**src/hdl/slfr_pkg.sv**
```systemverilog
package slfr_pkg;

  typedef logic [7:0] byte_t;
  typedef logic [3:0] slot_t;

  typedef enum logic [1:0] {
    OP_RECV    = 2'd0,
    OP_READ    = 2'd1,
    OP_RELEASE = 2'd2
  } opcode_t;

  // Start byte, length and inverted length precede the payload.
  localparam int HDR_BYTES = 3;

  localparam byte_t START_RESET = 8'hAA;

  localparam byte_t POS_START   = 8'd0;
  localparam byte_t POS_LEN     = 8'd1;
  localparam byte_t POS_LEN_INV = 8'd2;
  localparam byte_t POS_PAYLOAD = 8'd3;

endpackage

```
**src/hdl/slfr_if.sv**
```systemverilog
interface slfr_in_if;
  logic                valid;
  logic                ready;
  logic [1:0]          opcode;
  slfr_pkg::byte_t     byte_value;
  slfr_pkg::slot_t     slot_select;
  slfr_pkg::byte_t     byte_offset;

  modport source (output valid, opcode, byte_value, slot_select, byte_offset, input ready);
  modport sink   (input valid, opcode, byte_value, slot_select, byte_offset, output ready);
endinterface

interface slfr_out_if;
  logic                valid;
  logic                ready;
  slfr_pkg::byte_t     read_data;
  slfr_pkg::slot_t     write_slot;
  slfr_pkg::slot_t     oldest_slot;
  logic                frame_done;
  logic                frame_dropped;
  slfr_pkg::byte_t     frame_position;

  modport source (output valid, read_data, write_slot, oldest_slot, frame_done, frame_dropped,
                  frame_position, input ready);
  modport sink   (input valid, read_data, write_slot, oldest_slot, frame_done, frame_dropped,
                  frame_position, output ready);
endinterface

```
**src/hdl/slfr_ram.sv**
```systemverilog
module slfr_ram #(
  parameter int WIDTH = 8,
  parameter int DEPTH = 512,
  localparam int AW = (DEPTH > 1) ? $clog2(DEPTH) : 1
) (
  input  logic             clk,
  input  logic             we,
  input  logic [AW-1:0]    waddr,
  input  logic [WIDTH-1:0] wdata,
  input  logic             re,
  input  logic [AW-1:0]    raddr,
  output logic [WIDTH-1:0] rdata
);

  logic [WIDTH-1:0] mem [DEPTH];

  always_ff @(posedge clk) begin
    if (we) begin
      mem[waddr] <= wdata;
    end
    // hold read data until the next read
    if (re) begin
      rdata <= mem[raddr];
    end
  end

endmodule

```
**src/hdl/soh_length_frame_receiver.sv**
```systemverilog
// Frame receiver for start byte / length / inverted length framed serial data, storing each
// frame into one of SLOT_COUNT slots of SLOT_BYTES bytes in a single frame-store RAM
// (SLOT_COUNT*SLOT_BYTES bytes). A new item is taken each cycle the result register is empty
// or being drained, and its result appears in the cycle after acceptance, when the registered
// RAM read port delivers data for a read opcode. Each item does at most one RAM access (a write
// for a received byte, a read for a read opcode), so the rate is one item per clock while the
// output is not stalled. The store is not cleared; reading a byte of a slot never written
// returns undefined data. Configure start_byte only while no transaction is outstanding.
module soh_length_frame_receiver #(
  parameter int SLOT_BYTES = 128,
  parameter int SLOT_COUNT = 4
) (
  input  logic                clk,
  input  logic                rst_n,
  slfr_in_if.sink             in_ch,
  slfr_out_if.source          out_ch,
  input  logic                cfg_we,
  input  slfr_pkg::byte_t     cfg_wdata
);

  localparam int DEPTH  = SLOT_COUNT * SLOT_BYTES;
  localparam int ADDR_W = $clog2(DEPTH);
  localparam slfr_pkg::byte_t LEN_MAX = 8'(SLOT_BYTES - slfr_pkg::HDR_BYTES);
  localparam slfr_pkg::slot_t LAST_SLOT = 4'(SLOT_COUNT - 1);

  slfr_pkg::byte_t start_r;
  slfr_pkg::byte_t pos_r, pos_nxt;
  slfr_pkg::byte_t left_r, left_nxt;
  slfr_pkg::byte_t len_r, len_nxt;
  slfr_pkg::slot_t fill_r, fill_nxt;
  slfr_pkg::slot_t cons_r, cons_nxt;
  logic            out_valid_r;
  logic            done_r, done_nxt;
  logic            dropped_r, dropped_nxt;
  logic            rd_hit_r, rd_hit_nxt;

  logic            in_acc;
  logic            we;
  slfr_pkg::byte_t wpos;
  slfr_pkg::byte_t wdata;
  logic            complete;
  logic            bad;
  slfr_pkg::byte_t clamp;
  slfr_pkg::byte_t left_dec;
  slfr_pkg::slot_t fill_inc;
  logic [ADDR_W-1:0] waddr;
  logic [ADDR_W-1:0] raddr;
  slfr_pkg::byte_t ram_q;

  function automatic slfr_pkg::slot_t next_slot(slfr_pkg::slot_t s);
    return (s == LAST_SLOT) ? '0 : s + 4'd1;
  endfunction

  assign in_ch.ready = !out_valid_r || out_ch.ready;
  assign in_acc      = in_ch.valid && in_ch.ready;

  assign clamp    = (len_r > LEN_MAX) ? LEN_MAX : len_r;
  assign bad      = len_r != ~in_ch.byte_value;
  assign left_dec = (left_r != '0) ? left_r - 8'd1 : '0;
  assign fill_inc = next_slot(fill_r);

  always_comb begin
    pos_nxt     = pos_r;
    left_nxt    = left_r;
    len_nxt     = len_r;
    fill_nxt    = fill_r;
    cons_nxt    = cons_r;
    we          = 1'b0;
    wpos        = '0;
    wdata       = '0;
    complete    = 1'b0;
    done_nxt    = 1'b0;
    dropped_nxt = 1'b0;
    rd_hit_nxt  = 1'b0;
    case (slfr_pkg::opcode_t'(in_ch.opcode))
      slfr_pkg::OP_RECV: begin
        if (pos_r == slfr_pkg::POS_START) begin
          // drop stray idle bytes
          if (in_ch.byte_value == start_r) begin
            we      = 1'b1;
            wpos    = slfr_pkg::POS_START;
            wdata   = start_r;
            pos_nxt = slfr_pkg::POS_LEN;
          end
        end else if (pos_r == slfr_pkg::POS_LEN) begin
          we      = 1'b1;
          wpos    = slfr_pkg::POS_LEN;
          wdata   = in_ch.byte_value;
          len_nxt = in_ch.byte_value;
          pos_nxt = slfr_pkg::POS_LEN_INV;
        end else if (pos_r == slfr_pkg::POS_LEN_INV) begin
          if (bad && len_r == start_r) begin
            // started one byte early: take this byte as the length
            we      = 1'b1;
            wpos    = slfr_pkg::POS_LEN;
            wdata   = in_ch.byte_value;
            len_nxt = in_ch.byte_value;
          end else if (bad && in_ch.byte_value == start_r) begin
            pos_nxt = slfr_pkg::POS_LEN;
          end else if (bad) begin
            pos_nxt = slfr_pkg::POS_START;
          end else begin
            we       = 1'b1;
            wpos     = slfr_pkg::POS_LEN_INV;
            wdata    = ~clamp;
            left_nxt = clamp;
            pos_nxt  = slfr_pkg::POS_PAYLOAD;
            complete = (clamp == '0);
          end
        end else begin
          we       = int'(pos_r) < SLOT_BYTES;
          wpos     = pos_r;
          wdata    = in_ch.byte_value;
          pos_nxt  = pos_r + 8'd1;
          left_nxt = left_dec;
          complete = (left_dec == '0);
        end
      end
      slfr_pkg::OP_READ: begin
        rd_hit_nxt = (int'(in_ch.slot_select) < SLOT_COUNT)
                  && (int'(in_ch.byte_offset) < SLOT_BYTES);
      end
      slfr_pkg::OP_RELEASE: begin
        if (cons_r != fill_r) begin
          cons_nxt = next_slot(cons_r);
        end
      end
      default: begin
      end
    endcase
    if (complete) begin
      pos_nxt  = '0;
      fill_nxt = fill_inc;
      done_nxt = 1'b1;
      // ring full: overwrite the oldest frame
      if (fill_inc == cons_r) begin
        cons_nxt    = next_slot(cons_r);
        dropped_nxt = 1'b1;
      end
    end
  end

  assign waddr = ADDR_W'(int'(fill_r) * SLOT_BYTES + int'(wpos));
  assign raddr = ADDR_W'(int'(in_ch.slot_select) * SLOT_BYTES + int'(in_ch.byte_offset));

  slfr_ram #(
    .WIDTH (8),
    .DEPTH (DEPTH)
  ) u_store (
    .clk   (clk),
    .we    (in_acc && we),
    .waddr (waddr),
    .wdata (wdata),
    .re    (in_acc && rd_hit_nxt),
    .raddr (raddr),
    .rdata (ram_q)
  );

  always_ff @(posedge clk) begin
    if (!rst_n) begin
      start_r     <= slfr_pkg::START_RESET;
      pos_r       <= '0;
      left_r      <= '0;
      fill_r      <= '0;
      cons_r      <= '0;
      out_valid_r <= 1'b0;
      done_r      <= 1'b0;
      dropped_r   <= 1'b0;
      rd_hit_r    <= 1'b0;
    end else begin
      if (cfg_we) begin
        start_r <= cfg_wdata;
      end
      if (in_acc) begin
        pos_r       <= pos_nxt;
        left_r      <= left_nxt;
        fill_r      <= fill_nxt;
        cons_r      <= cons_nxt;
        done_r      <= done_nxt;
        dropped_r   <= dropped_nxt;
        rd_hit_r    <= rd_hit_nxt;
        out_valid_r <= 1'b1;
      end else if (out_ch.ready) begin
        out_valid_r <= 1'b0;
      end
    end
  end

  // length copy of slot byte one, always written in this frame before it is checked
  always_ff @(posedge clk) begin
    if (in_acc) begin
      len_r <= len_nxt;
    end
  end

  assign out_ch.valid          = out_valid_r;
  assign out_ch.read_data      = rd_hit_r ? ram_q : '0;
  assign out_ch.write_slot     = fill_r;
  assign out_ch.oldest_slot    = cons_r;
  assign out_ch.frame_done     = done_r;
  assign out_ch.frame_dropped  = dropped_r;
  assign out_ch.frame_position = pos_r;

endmodule

```
**src/flat_wrapper.sv**
```systemverilog
// flat-port wrapper written by rule: the top's interface ports become plain ports
module soh_length_frame_receiver_flat 
#(
  parameter int SLOT_BYTES = 128,
  parameter int SLOT_COUNT = 4
)
  (clk, rst_n, cfg_we, cfg_wdata, in_ch_valid, in_ch_opcode, in_ch_byte_value, in_ch_slot_select, in_ch_byte_offset, in_ch_ready, out_ch_valid, out_ch_read_data, out_ch_write_slot, out_ch_oldest_slot, out_ch_frame_done, out_ch_frame_dropped, out_ch_frame_position, out_ch_ready);
  slfr_in_if in_ch_i ();
  slfr_out_if out_ch_i ();
  input  logic clk;
  input  logic rst_n;
  input  logic cfg_we;
  input  slfr_pkg::byte_t cfg_wdata;
  input wire logic [$bits(in_ch_i.valid)-1:0] in_ch_valid;
  input wire logic [$bits(in_ch_i.opcode)-1:0] in_ch_opcode;
  input wire logic [$bits(in_ch_i.byte_value)-1:0] in_ch_byte_value;
  input wire logic [$bits(in_ch_i.slot_select)-1:0] in_ch_slot_select;
  input wire logic [$bits(in_ch_i.byte_offset)-1:0] in_ch_byte_offset;
  output wire logic [$bits(in_ch_i.ready)-1:0] in_ch_ready;
  output wire logic [$bits(out_ch_i.valid)-1:0] out_ch_valid;
  output wire logic [$bits(out_ch_i.read_data)-1:0] out_ch_read_data;
  output wire logic [$bits(out_ch_i.write_slot)-1:0] out_ch_write_slot;
  output wire logic [$bits(out_ch_i.oldest_slot)-1:0] out_ch_oldest_slot;
  output wire logic [$bits(out_ch_i.frame_done)-1:0] out_ch_frame_done;
  output wire logic [$bits(out_ch_i.frame_dropped)-1:0] out_ch_frame_dropped;
  output wire logic [$bits(out_ch_i.frame_position)-1:0] out_ch_frame_position;
  input wire logic [$bits(out_ch_i.ready)-1:0] out_ch_ready;
  assign in_ch_i.valid = in_ch_valid;
  assign in_ch_i.opcode = in_ch_opcode;
  assign in_ch_i.byte_value = in_ch_byte_value;
  assign in_ch_i.slot_select = in_ch_slot_select;
  assign in_ch_i.byte_offset = in_ch_byte_offset;
  assign in_ch_ready = in_ch_i.ready;
  assign out_ch_valid = out_ch_i.valid;
  assign out_ch_read_data = out_ch_i.read_data;
  assign out_ch_write_slot = out_ch_i.write_slot;
  assign out_ch_oldest_slot = out_ch_i.oldest_slot;
  assign out_ch_frame_done = out_ch_i.frame_done;
  assign out_ch_frame_dropped = out_ch_i.frame_dropped;
  assign out_ch_frame_position = out_ch_i.frame_position;
  assign out_ch_i.ready = out_ch_ready;
  soh_length_frame_receiver #(.SLOT_BYTES(SLOT_BYTES), .SLOT_COUNT(SLOT_COUNT)) u_core (.clk(clk), .rst_n(rst_n), .in_ch(in_ch_i), .out_ch(out_ch_i), .cfg_we(cfg_we), .cfg_wdata(cfg_wdata));
endmodule
```
**config.mk**
```make
export PLATFORM = sky130hd
export DESIGN_NAME = soh_length_frame_receiver_flat
export DESIGN_NICKNAME = d
export VERILOG_FILES = /design/src/hdl/slfr_pkg.sv /design/src/hdl/slfr_if.sv /design/src/hdl/slfr_ram.sv /design/src/hdl/soh_length_frame_receiver.sv /design/src/flat_wrapper.sv
export SDC_FILE = /design/constraint.sdc
export NUM_CORES = 2
export LEC_CHECK = 0
export BUFFER_PORTS_ARGS = -buffer_cell sky130_fd_sc_hd__buf_2
export CAP_MARGIN = 20
export CORE_MARGIN = 3
export CORE_UTILIZATION = 54
export DETAILED_ROUTE_END_ITERATION = 8
export PLACE_DENSITY = 0.77
export SYNTH_ARGS = -nofsm -noshare
export SYNTH_HDL_FRONTEND = slang
export SYNTH_SLANG_ARGS = --single-unit
export TNS_END_PERCENT = 10
```
**constraint.sdc**
```tcl
create_clock -name clk -period 92.6 [get_ports clk]
set_input_delay 18.52 -clock clk [delete_from_list [all_inputs] [get_ports clk]]
set_output_delay 18.52 -clock clk [all_outputs]
set_load 0.005 [all_outputs]
```
Word level (Yosys, flattened, before mapping)
Memories as Yosys holds them, arrays and structs flattened. A register that Yosys moved wholly into a read port is not among the register bits.
Cells that the tools add are included.

cells by class
  $add $sub $neg = 6
  mux-type cells = 63
  eq/ne operators = 16
  bitwise operators = 4
  reductions and logical operators = 21
  $lt $le $gt $ge = 4

operators by type and width
  cell                                                                     count
  8-bit two-way mux                                                        32
  8-bit logical NOT                                                        3
  4-bit two-way mux                                                        6
  1-bit two-way mux                                                        23
  9-bit by 8-bit adder with 9-bit output                                   2
  8-bit == test                                                            2
  8-bit less-than comparator, second input constant                        2
  8-bit NOT                                                                2
  4-bit by 1-bit adder with 4-bit output, second input constant            2
  8-bit by 1-bit adder with 8-bit output, second input constant            1
  4-bit by 2-bit == test with 1-bit output, second input constant          2
  8-bit by 1-bit == test with 1-bit output, second input constant          1
  8-bit by 2-bit == test with 1-bit output, second input constant          1
  8-bit by 7-bit > comparator with 1-bit output, second input constant     1
  8-bit inequality test                                                    1
  2-bit nonzero test                                                       4
  8-bit nonzero test                                                       1
  8-bit by 1-bit subtractor with 8-bit output, second input constant       1
  7-bit AND reduction                                                      1
  1-bit logical AND                                                        6
  2-bit inequality test, second input constant                             3
  5-bit by 2-bit inequality test with 1-bit output, second input constant  1
  5-bit AND reduction                                                      1
  4-bit == test                                                            1
  12 further kinds                                                         14

storage, ports and cells
  memory bits (writable) = 4096
  output and inout port bits = 28
  register bits = 44
  input bits = 35
  logic and storage cells = 125
  memories = 1

memory list
  memory              depth  bits a word  rd ports  clocked after Yosys merged registers in  wr ports  RTL line        source
  u_core.u_store.mem  512    8            1         1                                        1         slfr_ram.sv:15  logic [WIDTH-1:0] mem [DEPTH];

Logic depth before layout (Yosys ltp)
  depth in word-level cells = 12
  gate-level depth with buffers = 13

Cells and area by module
Synthesis repeated with hierarchy kept, for this count alone.

unflattened totals
  cell total of the unflattened synthesis = 8423
  area, all modules = 163145.2 um2

modules (own cells, without submodules)
  module                     times used  cells an instance  sequential area each (um2)  area each (um2)
  slfr_ram                   1           8030               123238.2                    160007.2
  soh_length_frame_receiver  1           393                960.9                       3138.0

Worst setup path before layout
OpenSTA, ideal clock, no wires.

  kind = input port to flip-flop
  start point = input port in_ch_byte_value[0]
  end point = memory u_core.u_store.mem[0][7] (data pin)
  data arrival time = 39382 ps
  required time = 88433 ps
  path buffers = 1
  setup slack = 49051 ps
  stages on the path = 8
  library setup time = 4167 ps
  path through = xor2_1 > and4_1 > nand2_1 > a211o_1 > clkbuf_1 > nor2_1 > a21oi_1 > o21ai_0

on the way
  longest elaborated chain between the ends = 9

RTL lines
  what                                                    RTL line                                                           source
  from (decl)                                             flat_wrapper.sv:16                                                 input wire logic [$bits(in_ch_i.byte_value)-1:0] in_ch_byte_value;
  8-bit NOT                                               soh_length_frame_receiver.sv:58                                    assign bad = len_r != ~in_ch.byte_value;
  8-bit inequality test                                   soh_length_frame_receiver.sv:58
  8-bit two-way mux or 1-bit logical AND (tied branches)  soh_length_frame_receiver.sv:100, soh_length_frame_receiver.sv:98
  8-bit two-way mux                                       soh_length_frame_receiver.sv:98                                    end else if (bad && in_ch.byte_value == start_r) begin
  8-bit two-way mux                                       soh_length_frame_receiver.sv:92                                    if (bad && len_r == start_r) begin
  8-bit two-way mux                                       soh_length_frame_receiver.sv:91                                    end else if (pos_r == slfr_pkg::POS_LEN_INV) begin
  8-bit two-way mux                                       soh_length_frame_receiver.sv:85                                    end else if (pos_r == slfr_pkg::POS_LEN) begin
  8-bit two-way mux (*)                                   soh_length_frame_receiver.sv:77                                    if (pos_r == slfr_pkg::POS_START) begin
  8-bit two-way mux (*)                                   soh_length_frame_receiver.sv:75                                    case (slfr_pkg::opcode_t'(in_ch.opcode))
  via u_core.u_store.wdata[7]                             slfr_ram.sv:9                                                      input logic [WIDTH-1:0] wdata,
  to (decl)                                               slfr_ram.sv:15

The timed path passes the listed nets; every way through them passes the cells marked *.

Final worst setup path
  start point = input port out_ch_ready
  end point = output port in_ch_ready

on the way
  longest elaborated chain between the ends = 1

RTL lines
  what              RTL line                         source
  from (decl)       flat_wrapper.sv:27               input wire logic [$bits(out_ch_i.ready)-1:0] out_ch_ready;
  1-bit logical OR  soh_length_frame_receiver.sv:54  assign in_ch.ready = !out_valid_r || out_ch.ready;
  to (decl)         flat_wrapper.sv:19               output wire logic [$bits(in_ch_i.ready)-1:0] in_ch_ready;

Every way passes these cells.

==> results.toml <==
[critical_path]
r2r_cells = 8
reg2reg_from = "u_core.out_ch.frame_position[4]$_SDFFE_PN0P_"
cp.arrival_ns = 18.93
critical_path_class = "in -> out"
critPathRequiredTime_ns = 74.08
r2r_end = "u_core.u_store.mem[410][3]$_DFFE_PP_"
crit_path_start = "out_ch_ready"
end_kind = "output port"
critPathCapture = "in_ch_ready"
r2r_slack_ns = 86.44
cp_max_fo = 3
cp-start-kind = "primary input"

[timing]
max-slew-margin-rel_pct = 16.8
rsz0062_at_grt = "false"
fin_skew_ns = 0.0504
worst_slew_pin_slew_ns = 1.25
hold_viol_final = 0
final.setup.tns_ns = 0
max_freq_mhz = 26.7
slew_viol_final = 0
hold_slack_ns = 0.523
setup-violations-final = 0
period_share_pct = 40.4
period_minus_slack_ns = 37.45

[synth]
synth_area_per_cell_sq_um = 19.3
seq_area_frac_synth_pct = 76.1
synth_top_area_cell = "edfxtp_1"
async_flop_share_pct = 0
yosysWarnings = 0
yosysMostFrequentCell = "edfxtp_1"
syn_nets = 8513
ys_types = 82
syn_area_sq_um = 163000
ys_top_cells_by_count = "4112 x edfxtp_1, 791 x mux2i_1, 659 x mux4_2"
synthTopCellsByArea = "edfxtp_1 76%, mux4_2 9.1%, mux2i_1 4.9%, o221ai_1 1.6%, nor2_1 1.5%"
netlist.area_leader.share_pct = 75.7
syn-instance-count = 8469
ys.flop_type = "edfxtp_1"
synth-seq-cells = 4148
synth-edff-count = 4112

[flow_run]
cap_violations = 0

[floorplan]
io_pins = 63
start_util_pct = 54.3
coreArea_sq_um = 300000
die_area_sq_um = 309000
rows = 201
die_w_microns = 556
dieHeight_microns = 556

[detailed_routing]
dr.pass1.iters = 6
post_drt_wl_per_cell_microns = 32.6
drc = 0
viasPerCell = 6.82
vias = 87891
antenna_left = 0
drt-initial-drc-count = 13151
drt-total-wl_microns = 419000

[clock_network]
insertion_delay_ns = 0.91
cts_buffers = 402
cts_tree = "yes"
path_clk_slew_ns = 0.06
cts_root_buf = "clkbuf_16"
postCtsHoldBufs = 0
cts_setup_buffers = 0
clock-sinks = 4148
cts_buffer_depth = 4
cts_resized = 0
cts-htree-levels = 5

[pwr]
total_power_mw = 3.79
power_density_nw_per_um2 = 21.0
worst_ir_drop_vdd_uv = 21.5
leakagePower_nw = 65.0

[worst_hold_path]
hp-class = "reg -> reg"
worstHoldStart = "u_core.out_ch.frame_done$_SDFFE_PN0P_"

[global_route]
grt_max_degree = 222
antenna_found_initial = 20
grt_pass1_wl_microns = 606000
overflow = 0
grt_usage_pct = 26.8
grt_pass1_vias = 86415

[cells_and_area]
post-route-cell-area_sq_um = 181000
fin_nets = 8627
syn2layout_area_growth_pct = 10.7
seq_area_sq_um = 124000
drive_above_1_share_pct = 17.3
fillerInstances = 20195
layout.cells.non_filler = 12878
multi_input_area_sq_um = 36500

[outcome]
status = "completed"

[place]
dp.final_hpwl_microns = 242000
place_area_sq_um = 168000
globalplace.congestion = 0.902
placed_cells_incl_taps = 12130
io_buffers = 62
-- worst max-delay path: stages --
cell and delay [ns]:
buf_2 0.10, nand2b_1 0.17, buf_2 0.14
-- logic make-up after synthesis --
| family | after synthesis | share of synthesized area (%) |
|---|---|---|
| flip-flops | 4148 | 76.1 |
| AND/OR/NAND/NOR | 1174 | 3.19 |
| buffers and inverters | 552 | 1.70 |
| multiplexers | 1464 | 14.0 |
| adder cells (fa/ha/maj) | 9 | 0.0690 |
| AO/OA/AOI/OAI | 1076 | 4.65 |
| XOR/XNOR | 46 | 0.247 |
-- registers in the layout (all words and copies together), names as in the netlist, 4 cells and up --
signal                        count
u_core.u_store.mem             4096
u_core.len_r                      8
u_core.out_ch.write_slot          4
u_core.left_r                     8
u_core.out_ch.frame_position      8
u_core.out_ch.oldest_slot         4
u_core.u_store.rdata              8
u_core.start_r                    8
-- area by class of cell --
cell class                      instances  area share (%)
Clock inverter                        240            1.38
Inverter                               19          0.0478
Sequential cell                      4148            68.7
Clock buffer                          485            5.82
Timing Repair Buffer                  243            1.06
Antenna cell                           16          0.0222
Tap cell                             3958            2.74
Multi-Input combinational cell       3769            20.2
-- power by group --
group | internal [mW] | leakage [nW] | switching [mW]
Clock | 0.937 | 6.33 | 0.689
Sequential | 2.03 | 45.4 | 0.000561
Combinational | 0.0442 | 13.3 | 0.0878
-- metal layers --
layer / GRT usage (%) / share of wire, % / up-vias
li1: - / - / 35252
met1: 36.3 / 35 / 45043
met2: 41.7 / 47 / 6444
met3: 6.32 / 12 / 1132
met4: 12.4 / 5.3 / 20
met5: 0 / 0.036 / -
-- worst min-delay path by stage --
| stage | end | slack (ns) | cells past startpoint |
|---|---|---|---|
| after floorplan | u_core.left_r[6]$_SDFFE_PN0P_ | 0.49 | 2 |
| after global placement | u_core.left_r[6]$_SDFFE_PN0P_ | 0.52 | 2 |
| after detailed placement | u_core.out_ch.frame_done$_SDFFE_PN0P_ | 0.51 | 2 |
| after CTS | u_core.out_ch.frame_done$_SDFFE_PN0P_ | 0.52 | 2 |
| after global routing | u_core.out_ch.frame_done$_SDFFE_PN0P_ | 0.54 | 2 |
| final | u_core.out_ch.frame_done$_SDFFE_PN0P_ | 0.52 | 2 |
-- layout by cell type (no fill, tap or decap), types with 47 or more instances in the layout --
cell type     n
mux2i_1     791
clkinv_2     73
nand3_1      59
a21oi_1     197
o22ai_1     194
nand2_1     171
clkbuf_1     75
clkinv_1     84
nor2_1      633
nor3_1       85
edfxtp_1   4112
buf_2        59
o221ai_1    307
clkbuf_16   407
nand4_1      47
mux4_2      659
buf_4       164
o21ai_0     109
-- through the flow --
| step | setup WS, ns | utilization (%) |
|---|---|---|
| global placement | 55.12 | 55.8 |
| finish | 55.15 | 60.2 |
| detailed placement | 55.15 | 55.8 |
| floorplan | 49.05 | - |
| global route | 55.13 | 60.2 |
| CTS | 55.14 | 60.1 |
Power figures use the tool's default switching activity.
